[src/sv/edpt_pkg.sv]
`timescale 1ns / 1ps
package edpt_pkg;

	localparam int MAX_POINTS = 64;
	localparam int MAX_DIMS   = 4;
	localparam int IDX_W      = $clog2(MAX_POINTS);
	localparam int CNT_W      = $clog2(MAX_POINTS + 1);
	localparam int COORD_W    = 16;
	localparam int RAD_W      = 16;
	localparam int DIMS_W     = 3;
	localparam int DIFF_W     = COORD_W + 1;
	localparam int SQ_W       = 2 * COORD_W;
	localparam int SUM_W      = SQ_W + $clog2(MAX_DIMS);
	localparam int R2_W       = 2 * RAD_W;
	localparam logic [DIMS_W-1:0] DIMS_RESET = DIMS_W'(MAX_DIMS);

	typedef logic signed [COORD_W-1:0] coord_t;

	typedef struct packed {
		logic signed [COORD_W-1:0] coord_a;
		logic signed [COORD_W-1:0] coord_b;
		logic signed [COORD_W-1:0] coord_c;
		logic signed [COORD_W-1:0] coord_d;
		logic [RAD_W-1:0]          radius;
		logic                      final_point;
	} edpt_in_t;

	typedef struct packed {
		logic [5:0] point_index;
		logic       retained;
		logic       capacity_exceeded;
		logic       end_of_set;
	} edpt_out_t;

	typedef struct packed {
		coord_t [MAX_DIMS-1:0] coords;
		logic [RAD_W-1:0]      radius;
	} edpt_entry_t;

	typedef struct packed {
		logic             valid;
		logic [IDX_W-1:0] tag;
	} edpt_req_t;

	typedef struct packed {
		logic             valid;
		logic             hit;
		logic [IDX_W-1:0] tag;
	} edpt_hit_t;

	typedef enum logic [2:0] {
		ST_IDLE,
		ST_REF,
		ST_REF_CAP,
		ST_SCAN,
		ST_DRAIN,
		ST_EMIT
	} edpt_state_t;

	function automatic logic [MAX_DIMS-1:0] lane_mask(input logic [DIMS_W-1:0] dims);
		logic [MAX_DIMS-1:0] m;
		m = '0;
		for (int k = 0; k < MAX_DIMS; k++) begin
			if (k == 0 || DIMS_W'(k) < dims) begin
				m[k] = 1'b1;
			end
		end
		return m;
	endfunction

endpackage

[src/sv/edpt_dist.sv]
`timescale 1ns / 1ps
module edpt_dist (
	input  logic                              clk,
	input  logic                              arst_n,
	input  logic                              ref_load,
	input  edpt_pkg::edpt_entry_t             rdata,
	input  edpt_pkg::edpt_req_t               req,
	input  logic [edpt_pkg::DIMS_W-1:0]       dims,
	output edpt_pkg::edpt_hit_t               res,
	output logic                              pipe_busy
);
	import edpt_pkg::*;

	edpt_entry_t ref_q;
	logic [R2_W-1:0] r2_q;

	logic [MAX_DIMS-1:0] mask;
	logic signed [DIFF_W-1:0] diff [MAX_DIMS];
	logic signed [2*DIFF_W-1:0] prod [MAX_DIMS];
	logic [SUM_W-1:0] sum;

	logic valid_s1, valid_s2, valid_s3, valid_s4;
	logic [IDX_W-1:0] tag_s1, tag_s2, tag_s3, tag_s4;
	logic signed [DIFF_W-1:0] diff_s1 [MAX_DIMS];
	logic [SQ_W-1:0] sq_s2 [MAX_DIMS];
	logic [SUM_W-1:0] sum_s3;
	logic hit_s4;

	assign mask = lane_mask(dims);

	always_ff @(posedge clk) begin
		if (ref_load) begin
			ref_q <= rdata;
		end
		r2_q <= R2_W'(ref_q.radius) * R2_W'(ref_q.radius);
	end

	always_comb begin
		for (int k = 0; k < MAX_DIMS; k++) begin
			diff[k] = mask[k] ? (DIFF_W'(rdata.coords[k]) - DIFF_W'(ref_q.coords[k]))
				: '0;
			prod[k] = diff_s1[k] * diff_s1[k];
		end
		sum = '0;
		for (int k = 0; k < MAX_DIMS; k++) begin
			sum = sum + SUM_W'(sq_s2[k]);
		end
	end

	always_ff @(posedge clk or negedge arst_n) begin
		if (!arst_n) begin
			valid_s1 <= 1'b0;
			valid_s2 <= 1'b0;
			valid_s3 <= 1'b0;
			valid_s4 <= 1'b0;
		end else begin
			valid_s1 <= req.valid;
			valid_s2 <= valid_s1;
			valid_s3 <= valid_s2;
			valid_s4 <= valid_s3;
		end
	end

	always_ff @(posedge clk) begin
		tag_s1 <= req.tag;
		tag_s2 <= tag_s1;
		tag_s3 <= tag_s2;
		tag_s4 <= tag_s3;
		for (int k = 0; k < MAX_DIMS; k++) begin
			diff_s1[k] <= diff[k];
			sq_s2[k]   <= prod[k][SQ_W-1:0];
		end
		sum_s3 <= sum;
		hit_s4 <= sum_s3 < SUM_W'(r2_q);
	end

	assign res.valid = valid_s4;
	assign res.hit   = hit_s4;
	assign res.tag   = tag_s4;
	assign pipe_busy = valid_s1 | valid_s2 | valid_s3 | valid_s4;

endmodule

[config.mk]
export PLATFORM = sky130hd
export DESIGN_NAME = edpt_dist
export DESIGN_NICKNAME = d
export VERILOG_FILES = /design/src/sv/edpt_pkg.sv /design/src/sv/edpt_dist.sv
export SDC_FILE = /design/constraint.sdc
export NUM_CORES = 2
export LEC_CHECK = 0
export ABC_AREA = 0
export BUFFER_PORTS_ARGS = -buffer_cell sky130_fd_sc_hd__clkbuf_2
export CAP_MARGIN = 20
export CORE_ASPECT_RATIO = 1.75
export CORE_MARGIN = 5
export CORE_UTILIZATION = 45
export DETAILED_ROUTE_END_ITERATION = 10
export PLACE_DENSITY = 0.57
export SETUP_SLACK_MARGIN = 0.2
export SLEW_MARGIN = 20
export SYNTH_ARGS = -nofsm -noshare
export SYNTH_HDL_FRONTEND = slang
export SYNTH_SLANG_ARGS = --single-unit
[constraint.sdc]
create_clock -name clk -period 13.25 [get_ports clk]
set_clock_uncertainty 0.2 [all_clocks]
set_input_delay 0.6625 -clock clk [delete_from_list [all_inputs] [get_ports clk]]
set_output_delay 0.6625 -clock clk [all_outputs]
set_load 0.1 [all_outputs]
Yosys cells after proc, flatten, opt, wreduce, memory -nomap -nowiden
Memories as Yosys holds them, arrays and structs flattened. Index checks and enable logic that the tools add are counted.

Register bits: 175. Output and inout port bits: 9. Bits in writable memories: 196. Word-level logic and storage cells: 43. Memories: 2.

Memories: sq_s2 (depth 4, width 32, read ports 4, clocked after memory_dff 0, wr ports 4, RTL line edpt_dist.sv:25) `logic [SQ_W-1:0] sq_s2 [MAX_DIMS];`; diff_s1 (depth 4, width 17, read ports 4, clocked after memory_dff 0, wr ports 4, RTL line edpt_dist.sv:24) `logic signed [DIFF_W-1:0] diff_s1 [MAX_DIMS];`.

$add $sub $neg: 7. Bitwise operators: 3. Magnitude comparators: 4. Multiply operators: 5. Muxes and demuxes: 6.

Operators with widths (number): multiplier 17 x 17 -> 32 bit (4); subtractor 16 x 16 -> 17 bit (4); 2-to-1 mux 17 bit (3); adder 33 x 32 -> 34 bit (1); adder 34 x 32 -> 34 bit (1); < comparator 34 x 32 -> 1 bit (1); adder 32 x 32 -> 33 bit (1); multiplier 16 x 16 -> 32 bit (1); < comparator 2 x 3 -> 1 bit, first input constant (2); < comparator 1 x 3 -> 1 bit, first input constant (1); 2-to-1 mux 1 bit (3); bitwise OR 1 bit (3).

Longest topological paths before layout
An unclocked memory read counts as a cell.

Depth after elaboration: 4. Gate-level depth with buffers: 26. Gate-level depth less buffers: 24.

Least setup slack after synthesis
OpenSTA, ideal clock, no wires.

Kind: reg-to-reg. Start: memory diff_s1[0][16] (netlist name). End: memory sq_s2[0][31] (netlist name). Slack: 6794 ps. Arrival time: 6129 ps. Period minus slack after synthesis: 6456 ps. Buffers on the path: 2. Cell stages (with the launch flop): 22. Data required time: 12923 ps. Cells stage by stage: dfxtp_1 clkbuf_1 clkbuf_1 nand2_1 inv_1 fa_1 inv_1 fa_1 inv_1 fa_1 fa_1 fa_1 fa_1 ha_1 and3_1 and3_1 nor3b_1 a21oi_1 o21ai_0 o41ai_1 nand4b_1 nand4_1.

RTL lines (RTL line): start, declared (edpt_dist.sv:24); end, declared (edpt_dist.sv:25).

==> run metrics <==
CP Cell Sequence nand2_1, inv_1, fa_1, inv_1, fa_1, inv_1, fa_1, fa_1, fa_1, fa_1, ha_1, and3_1, and3_1, nor3b_1, a21oi_1, o21ai_0, o41ai_1, nand4b_1, nand4_1; largest family of logic cells by synthesized area adder cells; final net count roughly 8,000; number of synthesized flops with an enable pin 80; Sink Count ~370; height of the die 491 um; synthesized flop and latch total roughly 370; most frequent cells after synthesis inv_1 (1,650), fa_1 (1,253), ha_1 (566), nand2_1 (442), dfxtp_1 (282); GPL Wtd Cong just under 0.9; Iter 0 DRT Violations around 1,300; Tot GR Track Use 20.8%; commonest register cell after synthesis dfxtp_1; floorplan row count about 180; Tcrit/Tclk final between 50% and 60%; FF-to-FF End sq_s2[0][31]; Hold Path Class in -> reg; reg-to-reg startpoint diff_s1[0][2]; setup bufs post-CTS 0; wire per inst 17.8 um; Slew @ Worst Pin approximately 1 ns; top post-synthesis cells by area fa_1 (42%), ha_1 (12%), inv_1 (10%); Synth Warn # 0; critical path class reg -> reg; sequential fraction of the synthesis area a little over an eighth; Synth async-reset ratio around 1.1%; residual DRC count 0; synthesized instance count between 6,000 and 7,000; initial antenna violation count 2; clk slew on worst S/H paths approximately 0.06 ns; largest net degree at the start of global routing 53; RSZ-0062 raised after global routing false; Starting Density 45.3%; compound-cell area share of the yosys netlist about 6.6%; Synth Area in Adders between 50% and 60%; max-cap viol count 0; dpl hpwl roughly 120,000 um; fmax 0.139 GHz; vias in the first global route about 45,000; CTS H-tree depth 2; hold_sp rdata[53]; status complete, no violations; mean post-synth cell area 9.80 um2; Post-CTS Hold Buffers 42; Worst-Skew Late Latency roughly 0.64 ns; post_cts resized 0; total grt overflow 0; post-synthesis mux area share less than 1%; share of the synthesized area in the top cell type 42.1%; endpoints failing setup 0; global-route wire length before repair ~230,000 um; Critical Path Start diff_s1[0][2]; synthesis-to-finish area growth 6.82%; Post-Synth XOR/XNOR Area around 4.1%; min cycle time layout 7.20 ns; area leader, netlist fa_1; Worst EP required ~14 ns; CP arrival approximately 7.5 ns; Final Hold Violating Endpoints 0; fill cell count roughly 12,000; Hold Path Cell Cnt 1; count of pins over their slew limit 0; Die Wd roughly 290 um; startpoint types flip-flop; largest stage delay on the critical path 0.97 ns; final WL between 100,000 and 150,000 um; TritonCTS clock tree yes; distinct cell type count after synthesis 88; slowest cell on the critical path dfxtp_1; CP Capture Type flip-flop; I/O pins around 100; setup TNS 0 ns; core region area ~0.13 mm2; most instantiated library cell after synthesis inv_1; mapped cell area between 0.05 and 0.06 mm2; share of cells above drive strength 1 approximately 3.8%; worst reg-to-reg path cell count 19; Die ar. ~0.14 mm2; clock root cell clkbuf_16; critical path's most frequent cell fa_1; worst-path fanout max 21; hold worst-path end ref_q[53]; r2r setup slk ~6 ns; post-synthesis simple-gate area fraction 10.3%; IO Port Bufs between 100 and 150; Final ANT Viol Nets 0; CTS Buf Count just over 40; drt via density 5.01; max_slew headroom between 30% and 40%; clock buffer depth 3; DR vias between 30,000 and 40,000; total iterations of the first detailed-routing run 5
## through the flow
| step | std cells | hold WS (ns) | worst slack (ns) | instance area [um2] | util [%] |
|---|---|---|---|---|---|
| after floorplan | 6080 | 0.110 | 6.79 | 59600 | - |
| after global placement | 7759 | 0.111 | 6.18 | 61800 | 47.0 |
| after detailed placement | 7759 | 0.114 | 6.05 | 61800 | 47.0 |
| after CTS | 7875 | 0.000867 | 6.05 | 63600 | 48.4 |
| after global routing | 7876 | 0.00993 | 5.66 | 63600 | 48.4 |
| final | 7876 | 0.0315 | 6.05 | 63600 | 48.4 |
## layout by cell type, fill, tap and decap left out, drive strengths merged, types with 45 or more instances in the layout
master,Yosys,routed
inv,1650,1661
fa,1253,1253
ha,566,566
nand2,442,442
dfxtp,282,282
and2,281,281
xnor2,214,214
nor2,206,206
a21oi,176,176
clkbuf,119,151
o21ai,102,102
edfxtp,80,80
a21o,77,77
nor2b,76,76
xor2,63,63
nor3,49,49
nand2b,45,45
## routing by layer
metal | global-route usage [%] | share of wire (%) | vias up
met2 | 41.8 | 58 | 623
met3 | 1.78 | 2.4 | 322
met1 | 20.9 | 34 | 20100
met5 | 0 | 0 | -
li1 | - | - | 18400
met4 | 10.8 | 6.1 | 0
## kinds of logic after synthesis
logic type / count (synthesis)
AO/OA/AOI/OAI: 582
flip-flops: 366
adder cells (fa/ha/maj): 1819
other: 2
buffers and inverters: 1775
AND/OR/NAND/NOR: 1251
multiplexers: 7
XOR/XNOR: 277
## state kept, by name, indices dropped and copies added, names as in the netlist
register / count
ref_q: 80
valid_s4: 1
hit_s4: 1
tag_s3: 6
tag_s4: 6
r2_q: 31
valid_s1: 1
tag_s2: 6
valid_s2: 1
diff_s1: 68
tag_s1: 6
sum_s3: 34
sq_s2: 124
valid_s3: 1
## cell type report
type	count	area (um2)	area share [%]
multi-input cells	3939	44700	70.3
clock buffers	51	1100	1.73
flip-flops and latches	366	8150	12.8
diodes	1	2.50	0.00393
inverters	1651	6200	9.74
repair buffers	154	1010	1.59
well taps	1691	2120	3.33
clock inverters	23	303	0.476
## critical path, delay by kind of cell, from the launching register on
family | cells | cell delay, ns
AND/OR/NAND/NOR | 6 | 1.13
flip-flops | 1 | 0.97
adder cells (fa/ha/maj) | 7 | 3.37
buffers and inverters | 3 | 0.55
AO/OA/AOI/OAI | 3 | 0.85
## worst max-delay path by stage
stage | endpoint | cells past startpoint | slack, ns
finish | sq_s2[0][31] | 19 | 6.05
CTS | sq_s2[0][31] | 19 | 6.05
floorplan | sq_s2[0][31] | 21 | 6.79
detailed placement | sq_s2[0][31] | 19 | 6.05
global placement | sq_s2[0][30] | 22 | 6.18
global route | sq_s2[0][31] | 19 | 5.66
Power is left out: the tool's default activity adds up to more than one toggle a clock period on the data nets, which glitch-free logic cannot reach.
