File: src/sv/edpt_pkg.sv
`timescale 1ns / 1ps
package edpt_pkg;

	localparam int MAX_POINTS = 64;
	localparam int MAX_DIMS   = 4;
	localparam int IDX_W      = $clog2(MAX_POINTS);
	localparam int CNT_W      = $clog2(MAX_POINTS + 1);
	localparam int COORD_W    = 16;
	localparam int RAD_W      = 16;
	localparam int DIMS_W     = 3;
	localparam int DIFF_W     = COORD_W + 1;
	localparam int SQ_W       = 2 * COORD_W;
	localparam int SUM_W      = SQ_W + $clog2(MAX_DIMS);
	localparam int R2_W       = 2 * RAD_W;
	localparam logic [DIMS_W-1:0] DIMS_RESET = DIMS_W'(MAX_DIMS);

	typedef logic signed [COORD_W-1:0] coord_t;

	typedef struct packed {
		logic signed [COORD_W-1:0] coord_a;
		logic signed [COORD_W-1:0] coord_b;
		logic signed [COORD_W-1:0] coord_c;
		logic signed [COORD_W-1:0] coord_d;
		logic [RAD_W-1:0]          radius;
		logic                      final_point;
	} edpt_in_t;

	typedef struct packed {
		logic [5:0] point_index;
		logic       retained;
		logic       capacity_exceeded;
		logic       end_of_set;
	} edpt_out_t;

	typedef struct packed {
		coord_t [MAX_DIMS-1:0] coords;
		logic [RAD_W-1:0]      radius;
	} edpt_entry_t;

	typedef struct packed {
		logic             valid;
		logic [IDX_W-1:0] tag;
	} edpt_req_t;

	typedef struct packed {
		logic             valid;
		logic             hit;
		logic [IDX_W-1:0] tag;
	} edpt_hit_t;

	typedef enum logic [2:0] {
		ST_IDLE,
		ST_REF,
		ST_REF_CAP,
		ST_SCAN,
		ST_DRAIN,
		ST_EMIT
	} edpt_state_t;

	function automatic logic [MAX_DIMS-1:0] lane_mask(input logic [DIMS_W-1:0] dims);
		logic [MAX_DIMS-1:0] m;
		m = '0;
		for (int k = 0; k < MAX_DIMS; k++) begin
			if (k == 0 || DIMS_W'(k) < dims) begin
				m[k] = 1'b1;
			end
		end
		return m;
	endfunction

endpackage

File: src/sv/edpt_ctrl.sv
`timescale 1ns / 1ps
module edpt_ctrl (
	input  logic                              clk,
	input  logic                              arst_n,
	input  logic                              start,
	output logic                              busy,
	input  edpt_pkg::edpt_in_t                item,
	input  logic                              cfg_we,
	input  logic [edpt_pkg::DIMS_W-1:0]       cfg_data,
	output logic                              mem_we,
	output logic [edpt_pkg::IDX_W-1:0]        mem_waddr,
	output edpt_pkg::edpt_entry_t             mem_wdata,
	output logic                              mem_re,
	output logic [edpt_pkg::IDX_W-1:0]        mem_raddr,
	output logic                              ref_load,
	output edpt_pkg::edpt_req_t               req,
	output logic [edpt_pkg::DIMS_W-1:0]       dims,
	input  edpt_pkg::edpt_hit_t               res,
	input  logic                              pipe_busy,
	output logic                              result_valid,
	output edpt_pkg::edpt_out_t               result
);
	import edpt_pkg::*;

	edpt_state_t state_q, state_d;
	logic [CNT_W-1:0] count_q, count_d;
	logic ovf_q, ovf_d;
	logic [MAX_POINTS-1:0] keep_q;
	logic [DIMS_W-1:0] dims_q;
	logic [CNT_W-1:0] i_q, i_d, j_q, j_d, k_q, k_d;
	logic rd_valid_q, rd_valid_d;
	logic [IDX_W-1:0] rd_tag_q;
	logic accept, has_room, set_end;
	logic [CNT_W-1:0] n_final;

	assign accept   = start && (state_q == ST_IDLE);
	assign has_room = count_q < CNT_W'(MAX_POINTS);
	assign n_final  = has_room ? count_q + CNT_W'(1) : count_q;
	assign set_end  = (state_q == ST_EMIT) && (k_q + CNT_W'(1) == count_q);

	always_comb begin
		state_d    = state_q;
		count_d    = count_q;
		ovf_d      = ovf_q;
		i_d        = i_q;
		j_d        = j_q;
		k_d        = k_q;
		rd_valid_d = 1'b0;
		mem_we     = 1'b0;
		mem_re     = 1'b0;
		mem_raddr  = i_q[IDX_W-1:0];
		ref_load   = 1'b0;
		unique case (state_q)
			ST_IDLE: begin
				if (accept) begin
					if (has_room) begin
						mem_we  = 1'b1;
						count_d = count_q + CNT_W'(1);
					end else begin
						ovf_d = 1'b1;
					end
					if (item.final_point) begin
						i_d = '0;
						k_d = '0;
						state_d = (n_final >= CNT_W'(2)) ? ST_REF : ST_EMIT;
					end
				end
			end
			ST_REF: begin
				if (i_q + CNT_W'(1) >= count_q) begin
					k_d = '0;
					state_d = ST_EMIT;
				end else if (!keep_q[i_q[IDX_W-1:0]]) begin
					i_d = i_q + CNT_W'(1);
				end else begin
					mem_re  = 1'b1;
					state_d = ST_REF_CAP;
				end
			end
			ST_REF_CAP: begin
				ref_load = 1'b1;
				j_d = i_q + CNT_W'(1);
				state_d = ST_SCAN;
			end
			ST_SCAN: begin
				mem_re     = 1'b1;
				mem_raddr  = j_q[IDX_W-1:0];
				rd_valid_d = 1'b1;
				if (j_q + CNT_W'(1) >= count_q) begin
					state_d = ST_DRAIN;
				end else begin
					j_d = j_q + CNT_W'(1);
				end
			end
			ST_DRAIN: begin
				if (!rd_valid_q && !pipe_busy) begin
					i_d = i_q + CNT_W'(1);
					state_d = ST_REF;
				end
			end
			ST_EMIT: begin
				if (set_end) begin
					count_d = '0;
					ovf_d   = 1'b0;
					state_d = ST_IDLE;
				end else begin
					k_d = k_q + CNT_W'(1);
				end
			end
			default: state_d = ST_IDLE;
		endcase
	end

	always_ff @(posedge clk or negedge arst_n) begin
		if (!arst_n) begin
			state_q    <= ST_IDLE;
			count_q    <= '0;
			ovf_q      <= 1'b0;
			keep_q     <= '1;
			dims_q     <= DIMS_RESET;
			i_q        <= '0;
			j_q        <= '0;
			k_q        <= '0;
			rd_valid_q <= 1'b0;
		end else begin
			state_q    <= state_d;
			count_q    <= count_d;
			ovf_q      <= ovf_d;
			i_q        <= i_d;
			j_q        <= j_d;
			k_q        <= k_d;
			rd_valid_q <= rd_valid_d;
			if (cfg_we) begin
				dims_q <= cfg_data;
			end
			if (set_end) begin
				keep_q <= '1;
			end else if (res.valid && res.hit) begin
				keep_q[res.tag] <= 1'b0;
			end
		end
	end

	always_ff @(posedge clk) begin
		rd_tag_q <= j_q[IDX_W-1:0];
	end

	assign busy      = state_q != ST_IDLE;
	assign mem_waddr = count_q[IDX_W-1:0];
	assign mem_wdata.coords[0] = item.coord_a;
	assign mem_wdata.coords[1] = item.coord_b;
	assign mem_wdata.coords[2] = item.coord_c;
	assign mem_wdata.coords[3] = item.coord_d;
	assign mem_wdata.radius    = item.radius;
	assign req.valid = rd_valid_q;
	assign req.tag   = rd_tag_q;
	assign dims      = dims_q;

	assign result_valid             = state_q == ST_EMIT;
	assign result.point_index       = 6'(k_q[IDX_W-1:0]);
	assign result.retained          = keep_q[k_q[IDX_W-1:0]];
	assign result.capacity_exceeded = ovf_q;
	assign result.end_of_set        = set_end;

	a_count_cap: assert property (@(posedge clk) disable iff (!arst_n)
		count_q <= CNT_W'(MAX_POINTS))
		else $error("point count above capacity");

	a_clear_after_set: assert property (@(posedge clk) disable iff (!arst_n)
		set_end |=> (count_q == '0) && (&keep_q) && !ovf_q)
		else $error("set state not cleared after last beat");

	a_hit_in_scan: assert property (@(posedge clk) disable iff (!arst_n)
		res.valid |-> (state_q == ST_SCAN || state_q == ST_DRAIN))
		else $error("distance result outside scan");

	a_hit_later: assert property (@(posedge clk) disable iff (!arst_n)
		res.valid |-> (CNT_W'(res.tag) > i_q) && (CNT_W'(res.tag) < count_q))
		else $error("knockout target out of range");

	a_idle_quiet: assert property (@(posedge clk) disable iff (!arst_n)
		(state_q == ST_IDLE) |-> (!rd_valid_q && !pipe_busy))
		else $error("pipeline active while idle");

endmodule

File: config.mk
export PLATFORM = sky130hd
export DESIGN_NAME = edpt_ctrl
export DESIGN_NICKNAME = d
export VERILOG_FILES = /design/src/sv/edpt_pkg.sv /design/src/sv/edpt_ctrl.sv
export SDC_FILE = /design/constraint.sdc
export NUM_CORES = 1
export LEC_CHECK = 0
export BUFFER_PORTS_ARGS = -buffer_cell sky130_fd_sc_hd__buf_4
export CAP_MARGIN = 20
export CORE_UTILIZATION = 48
export DETAILED_ROUTE_END_ITERATION = 16
export PLACE_DENSITY = 0.78
export SYNTH_ARGS = -nofsm -noshare
export SYNTH_HDL_FRONTEND = slang
export SYNTH_SLANG_ARGS = --single-unit
File: constraint.sdc
create_clock -name clk -period 3.2 [get_ports clk]
set_input_delay 0.48 -clock clk [delete_from_list [all_inputs] [get_ports clk]]
set_output_delay 0.48 -clock clk [all_outputs]
set_load 0.01 [all_outputs]
After elaboration in Yosys (flattened, before gate mapping)
Index checks and enable logic that the tools add are counted.
{"block": "classes", "reduce_logical": 20, "n_bitwise": 2, "n_addsub": 4, "n_mux": 45, "eq_ne": 18, "order_cmp": 8}
{"operator": "$mux W64", "n": 2}
{"operator": "$mux W7", "n": 11}
{"operator": "$and A64 B64 Y64", "n": 1}
{"operator": "$not A64 Y64", "n": 1}
{"operator": "$pmux W7 S3", "n": 2}
{"operator": "$add A7 B1 Y7 const B", "n": 4}
{"operator": "$pmux W7 S2", "n": 2}
{"operator": "$mux W3", "n": 8}
{"operator": "$lt A6 B7 Y1 const B", "n": 3}
{"operator": "$ne A2 B2 Y1 const B", "n": 10}
{"operator": "$pmux W3 S6", "n": 1}
{"operator": "$ge A7 B7 Y1", "n": 2}
{"operator": "$mux W1", "n": 13}
{"operator": "$bmux W1 S6", "n": 2}
{"operator": "$reduce_and A6 Y1", "n": 2}
{"operator": "$reduce_bool A3 Y1", "n": 3}
{"operator": "$eq A7 B7 Y1", "n": 1}
{"operator": "$ge A7 B2 Y1 const B", "n": 1}
{"operator": "$lt A7 B7 Y1 const B", "n": 1}
{"operator": "$demux W1 S6", "n": 1}
{"operator": "$eq A3 B2 Y1 const B", "n": 2}
{"operator": "$eq A3 B3 Y1 const B", "n": 2}
{"operator": "$ge A6 B1 Y1 const B", "n": 1}
{"operator": "$mux W6", "n": 1}
{"operator": "other kinds (12)", "n": 20}
{"block": "word_totals", "regBits": 106, "word_cells": 107, "in_bits": 97}

Longest topological paths before layout
Gate-level depths: netlist (run 1).
{"block": "logic_depth", "word_depth": 8, "mapped_depth": 17}

Least setup slack after synthesis (run 1)
No wires, ideal clock.
{"block": "synth_path", "kind": "flip-flop to flip-flop", "from": "reg i_q[0]", "to": "reg i_q[1]", "required_time_ns": 3.077, "path_slack_ns": -0.211, "stages_incl_launch_ff": 18, "arrival_ns": 3.288, "cell_sequence": "dfrtp_1 buf_6 buf_6 buf_4 buf_2 nand2_1 nor2_1 xnor2_1 inv_1 ha_1 or2_2 a211oi_1 o31ai_1 or4_4 o31ai_4 buf_8 mux2i_1 nand2_1"}
{"block": "synth_between", "elab_chain_cells": 4}
{"item": "from (decl)", "line_no": "edpt_ctrl.sv:30", "text": "logic [CNT_W-1:0] i_q, i_d, j_q, j_d, k_q, k_d;"}
{"item": "from (signal assigned)", "line_no": "edpt_ctrl.sv:129", "text": "i_q <= i_d;"}
{"item": "$add A7 B1 Y7 / $bmux W1 S6 (equally long branches)"}
{"item": "$ge A7 B7 Y1, or another cell as far along", "line_no": "edpt_ctrl.sv:70", "text": "if (i_q + CNT_W'(1) >= count_q) begin"}
{"item": "$ne A2 B2 Y1 (no line) / $mux W7 (equally long branches)"}
{"item": "$reduce_and A6 Y1 (no line) / $pmux W7 S3 (equally long branches)"}
Parallel ways exist; a longest one is shown, timed or not. The select of a mux whose other input is x is not followed.
A chain may end at the register's enable or synchronous reset.

Worst setup path after layout (run 1)
{"block": "layout_path", "from": "reg i_q[1]", "to": "out mem_re"}
{"block": "layout_between", "elab_chain_cells": 5}
{"item": "parallel branches: the longest is 3 deep, another holds $add A7 B1 Y7"}
{"item": "$mux W1 (*)", "line_no": "edpt_ctrl.sv:70"}
{"item": "$pmux W1 S2 (*)", "line_no": "edpt_ctrl.sv:53", "text": "unique case (state_q)"}
{"item": "to (decl)", "line_no": "edpt_ctrl.sv:13", "text": "output logic mem_re,"}
Mark *: on every way between the ends. The select of a mux whose other input is x is not followed.

==> metrics.md, run 1 <==
| Metric | Value |
|---|---|
| Pin count of the biggest net entering global routing | `65` |
| Arr. time, crit path | `approximately 2700 ps` |
| Clk_skew | `between 5 and 6 ps` |
| Final period utilization | `between 90% and 100%` |
| Synthesis Warnings | `0` |
| Max cap viols | `0` |
| # setup viols final | `0` |
| Tmin final | `3130 ps` |
| Final Hold Fails | `0` |
| WS Path Type | `register to output pin` |
| Row cnt | `44` |
| Clk slew on worst S/H paths | `70 ps` |
| Critical Path Source Type | `register` |
| Crit path max-delay cell type | `dfrtp_2` |
| Worst EP required | `~2700 ps` |
| CP Cell Sequence | `and2_4 -> nand2_2 -> xnor2_1 -> ha_2 -> a2111oi_2 -> buf_4 -> o21ai_1 -> o21a_1 -> nor2_2 -> o21a_1 -> buf_4` |
| Slowest cell delay on critical path | `roughly 450 ps` |
| Core area | `14500 um2` |
| Async SR Flop Fraction | `94.3%` |
| Top_reg_cell synth | `dfstp_2` |
| Mapped Area | `just over 7000 um2` |
| Initial antenna violation count | `0` |
| Port Buffer Count | `52` |
| Outcome | `finished, final reports clean` |
| Initial Util | `49.1%` |
| Syn avg cell area | `9.28 um2` |
| First-pass GRT wire length | `28.7 mm` |
| Pins over their slew limit | `0` |
| Area Growth Syn to Fin | `6.77%` |
| Num ports | `213` |
| Total power | `8.33 mW` |
| RD Place Congestion | `0.891` |
| Remaining DRCs | `0` |
| EDFF count, synth | `0` |
| HPWL after detailed placement | `12.4 mm` |
| Post-synthesis sequential area ratio | `37.9%` |
| Detailed Route Iter0 Violations | `roughly 530` |
| Clock root buffer | `clkbuf_16` |
| # clock sinks | `about 110` |
| Vias per cell | `6.20` |
| Most frequent cells in the layout | `nand2_1, o21ai_0, buf_4` |
| Slew @ Worst Pin | `785 ps` |
| Max transition margin | `47.2%` |
| Routed vias | `5751` |
| Most common cell after layout, fill and taps aside | `nand2_1` |
| Worst Hold Class | `input port to asynchronous set/reset pin` |
| Vias in the first global route | `approximately 5600` |
| GRT Util Overall | `about a quarter` |
| Nets | `854` |
| Final ANT Viol Nets | `0` |
| Power Dens Cells | `between 1000 and 1500 nW/um2` |
| Post-synth net total | `883` |
| DIE AREA | `15300 um2` |
| Die H | `roughly 120 um` |
| Fraction of final layout cells with drive strength greater than 1 | `31.6%` |
| Overflow left after global routing | `0` |
| VDD IR-drop max | `0.000499 V` |
| Cts bufs inserted | `9` |
| CTS Buffer Depth | `2` |
| Worst-skew pair later-pin latency | `360 ps` |
| CP Capture Type | `output pin` |
| Synthesized instance count | `768` |
| Max Freq | `319 MHz` |
| # diodes | `0` |
| CP max FO | `4` |
| Reg2Reg Depth | `13` |
| Number of synthesized register bits | `~110` |
| Count of cell types in the netlist | `68` |
| DR WL/cell | `19.2 um` |
| Pre-antenna DRT Iters | `7` |
| TritonCTS clock tree | `built` |
| Setup TNS | `0 ps` |
| Die W | `124 um` |
| # H-tree levels | `3` |
| Static leakage | `3.09 nW` |
| Final wirelength | `about 18 mm` |
-- where the power goes --
group / total, mW / internal (mW) / leakage (nW) / switching (mW)
clock: 1.10 / 0.594 / 0.146 / 0.505
sequential: 2.67 / 2.16 / 1.18 / 0.515
combinational: 4.56 / 2.15 / 1.76 / 2.41
total: 8.33 / 4.90 / 3.09 / 3.43
-- sequential cells by signal (all words and copies together) (netlist names) --
name and cells:
count_q 7, dims 3, i_q 7, j_q 7, k_q 7, keep_q 64
ovf_q 1, rd_tag_q 6, rd_valid_q 1, state_q 3
-- final timing paths --
kind / from / to / slack [ps]
max in group asynchronous: arst_n / keep_q[52]$_DFFE_PN1P_ / 2160
worst min-delay path: arst_n / ovf_q$_DFFE_PN0P_ / 170
worst max register to register: i_q[4]$_DFFE_PN0P_ / i_q[6]$_DFFE_PN0P_ / 150
worst max-delay path: i_q[1]$_DFFE_PN0P_ / mem_re / 70
min in group clk: cfg_data[0] / dims[0]$_DFFE_PN0P_ / 350
worst min register to register: j_q[5]$_DFFE_PN0P_ / rd_tag_q[5]$_DFF_P_ / 480
-- area by class of cell --
cell class / instances / area, um2
Fill cell: 1348 / 6920
Multi-Input combinational cell: 511 / 3570
Sequential cell: 106 / 2710
Timing Repair Buffer: 96 / 762
Clock buffer: 13 / 270
Tap cell: 184 / 230
Inverter: 15 / 56.3
Clock inverter: 3 / 22.5
-- Yosys cell counts, types with 7 or more instances --
library cell	count	area share (%)
a21oi_1	16	1.1
a22oi_1	8	0.84
and3_1	8	0.70
buf_1	8	0.42
buf_4	96	10
clkbuf_1	24	1.3
dfrtp_1	35	12
dfstp_2	65	24
ha_1	18	3.2
inv_1	14	0.74
mux2_2	12	1.9
mux2i_1	37	5.2
mux4_2	17	5.4
nand2_1	116	6.1
nand2b_1	8	0.70
nand3_1	20	1.4
nor2_1	34	1.8
nor2b_1	7	0.61
nor3_1	9	0.63
o21ai_0	94	6.6
o221ai_1	9	1.1
xnor2_1	11	1.4
-- logic make-up (layout without fill, tap and decap cells) --
logic type	Yosys count	count (layout)	synth area share, %
DFF	106	106	37.9
buffers and inverters	151	127	13.5
adders and majority gates	18	18	3.16
xor gates and xnor gates	17	17	2.09
and+or+nand+nor	225	225	14.2
AOI/OAI and AO/OA	185	185	16.7
muxes	66	66	12.5
-- routing by layer --
metal / vias to the layer above / part of all wire, % / GRT usage (%)
met3: 44 / 8.1 / 6.78
met4: 0 / 2.4 / 8.89
li1: 2577 / - / -
met5: - / 0 / 0
met2: 288 / 48 / 39.1
met1: 2842 / 42 / 31.7
-- worst max-delay path: cells and delay by family (launching register included) --
family | cells | cell delay, ps
fa+ha+maj | 1 | 230
compound gates | 4 | 770
simple gates | 3 | 430
buf+inv | 2 | 300
xor+xnor | 1 | 120
flops | 1 | 450
-- stage by stage --
stage / cells / hold WS [ps] / utilization (%) / setup slack [ps] / area (um2)
after CTS: 923 / 188 / 51.5 / 21.2 / 7480
after detailed placement: 906 / 465 / 49.3 / 177 / 7170
final: 928 / 171 / 52.4 / 67.5 / 7610
after global placement: 906 / 457 / 49.3 / 256 / 7170
after floorplan: 768 / 184 / - / 12.5 / 7170
after global routing: 928 / 218 / 52.4 / -16.2 / 7610
-- repair_timing --
action | in CTS | in global routing
hold buffers | 0 | 0
gates resized for setup | 3 | 17
buffers inserted | 1 | 5
pin swaps | 0 | 1
endpoints found under the setup margin | 1 | 5
hold endpoints to repair | 0 | 0
No activity file was read; power rests on OpenSTA's default activity.
==> inputs of run 2 (changes only) <==
BUFFER_PORTS_ARGS = -buffer_cell sky130_fd_sc_hd__buf_2   (was -buffer_cell sky130_fd_sc_hd__buf_4)
CORE_UTILIZATION = 45   (was 48)
GPL_TIMING_DRIVEN = 0   (was unset)
PLACE_DENSITY = 0.74   (was 0.78)
==> metrics.md, run 2 (synthesized netlist as in run 1, its figures left out) <==
| Metric | Value |
|---|---|
| HPWL after detailed placement | `about 14 mm` |
| # H-tree levels | `3` |
| Die W | `128 um` |
| # clock sinks | `106` |
| Fraction of final layout cells with drive strength greater than 1 | `between 40 and 50%` |
| Max reg flops | `64` |
| RD Place Congestion | `between 0.8 and 0.9` |
| Nets | `around 1000` |
| Clk_skew | `~10 ps` |
| Outcome | `complete, but fails checks` |
| Final ANT Viol Nets | `0` |
| Most common cell after layout, fill and taps aside | `buf_2` |
| Vias in the first global route | `5845` |
| Pre-antenna DRT Iters | `8` |
| Final Instance Area | `around 9000 um2` |
| DIE AREA | `16400 um2` |
| Buf/Inv on CP | `6` |
| Worst Setup SP | `i_q[0]$_DFFE_PN0P_` |
| Vias per cell | `5.65` |
| Sequential Power Share | `30.3%` |
| Slew @ Worst Pin | `1080 ps` |
| Failing checks | `setup timing` |
| Most used cell, CP | `buf_12` |
| VDD IR-drop max | `0.000577 V` |
| Most flop-heavy register | `keep_q` |
| Clock Power Share | `12.5%` |
| GRT Util Overall | `23.9%` |
| Cts bufs inserted | `9` |
| First-pass GRT wire length | `30.6 mm` |
| CTS Buffer Depth | `2` |
| Port Buffer Count | `between 100 and 150` |
| # diodes | `0` |
| Pins over their slew limit | `0` |
| Most frequent cells in the layout | `buf_2, nand2_1, buf_4` |
| Initial antenna violation count | `0` |
| # setup viols final | `6` |
| Initial Util | `46.6%` |
| Max cap viols | `0` |
| Final wirelength | `19.7 mm` |
| Net Sw Power | `3.75 mW` |
| Worst-skew pair later-pin latency | `360 ps` |
| Pre-CTS setup slack | `-537 ps` |
| Final Hold Fails | `0` |
| Max transition margin | `approximately 27%` |
| Hold slack final | `approximately 120 ps` |
| Routed vias | `about 6400` |
| Slowest cell delay on critical path | `450 ps` |
| Crit Reg-Reg Startpoint | `i_q[0]$_DFFE_PN0P_` |
| Remaining DRCs | `0` |
| Static leakage | `3.88 nW` |
| Switch share | `42.7%` |
| Detailed Route Iter0 Violations | `550` |
| Pin count of the biggest net entering global routing | `60` |
| Clock root buffer | `clkbuf_16` |
| Row cnt | `45` |
| Top delay family on crit path | `compound AO/OA/AOI/OAI gates` |
| Overflow left after global routing | `0` |
| Worst EP required | `3430 ps` |
| Logic pwr share | `between 50% and 60%` |
| Hold buffers post-CTS | `0` |
| Final period utilization | `102%` |
| Tmin final | `roughly 3300 ps` |
| P_int | `5.04 mW` |
| DR WL/cell | `~17 um` |
| Final Worst Setup Slack | `-55.7 ps` |
| Total power | `8.79 mW` |
| Max Freq | `around 300 MHz` |
| Arr. time, crit path | `3490 ps` |
| Worst Hold Class | `input port to asynchronous set/reset pin` |
| TritonCTS clock tree | `built` |
| Die H | `128 um` |
| WS Path Type | `register to register` |
| Area Growth Syn to Fin | `23.8%` |
| Crit path max-delay cell type | `or4_4` |
| Core area | `roughly 15000 um2` |
| Post-DP Area | `8120 um2` |
| Critical Path Source Type | `register` |
| CP Capture Type | `register` |
| CP max FO | `4` |
| CP Cell Sequence | `buf_6 -> buf_12 -> buf_12 -> buf_12 -> nand2_8 -> nor2_4 -> xnor2_2 -> inv_2 -> ha_4 -> o21a_4 -> a211oi_2 -> o31ai_2 -> or4_4 -> o31ai_4 -> buf_6 -> nor2_2 -> a311o_1` |
| RSZ-0062 raised after global routing | `true` |
| Power Dens Cells | `996 nW/um2` |
| Clk slew on worst S/H paths | `70 ps` |
| Num ports | `approximately 210` |
| Fill count | `1346` |
[run 2: cell types whose count changed in the layout (fill, tap and decap cells not counted), sizes merged]
cell / before / now
clkbuf: 13 / 29
clkinv: 4 / 2
buf: 96 / 263
inv: 14 / 20
[run 2: timing repair]
item / in CTS / in global routing
cloned: 1 / 0
pin swaps: 5 / 11
buffers inserted: 14 / 3
gates resized for setup: 40 / 40
endpoints found under the setup margin: 19 / 19
[run 2: layout make-up]
type / count / area, um2 / area share, %
timing repair buffer: 151 / 853 / 9.67
inverter: 15 / 56.3 / 0.638
clock inverter: 7 / 58.8 / 0.666
clock buffer: 9 / 225 / 2.55
buffer: 132 / 965 / 10.9
multi-input combinational: 511 / 3690 / 41.9
tap: 211 / 264 / 2.99
sequential: 106 / 2710 / 30.7
[run 2: final timing paths]
check | end | slack (ps) | depth (start not counted)
max | i_q[6]$_DFFE_PN0P_ | -60 | 17
min | count_q[1]$_DFFE_PN0P_ | 120 | 1
max reg2reg | i_q[6]$_DFFE_PN0P_ | -60 | 17
min reg2reg | rd_tag_q[2]$_DFF_P_ | 370 | 0
max in group asynchronous | keep_q[35]$_DFFE_PN1P_ | 2340 | 2
min in group clk | dims[1]$_DFFE_PN0P_ | 340 | 2
[run 2: power by group through the flow]
stage	Sequential [mW]	Combinational [mW]	Clock (mW)
6_report	2.66	5.03	1.10
5_1_grt	2.75	5.42	1.16
4_1_cts	2.61	4.68	1.11
3_5_place_dp	2.62	4.19	0
3_3_place_gp	2.59	4.10	0
2_1_floorplan	2.47	3.16	0
[run 2: layer usage]
layer	track usage [%]	up-vias	routed length, um
met5	0	-	0
met4	6.85	0	467
met3	4.01	50	1430
met2	39.2	316	9670
met1	32.4	3120	8170
li1	-	2963	-
[run 2: metrics by stage]
| stage | utilization [%] | std cells | setup TNS [ps] |
|---|---|---|---|
| 2_1_floorplan | - | 768 | 0 |
| 3_3_place_gp | 52.8 | 1111 | -7210 |
| 3_5_place_dp | 53.0 | 1112 | -7450 |
| 4_1_cts | 56.6 | 1141 | -41.1 |
| 5_1_grt | 57.6 | 1142 | -856 |
| 6_report | 57.6 | 1142 | -177 |
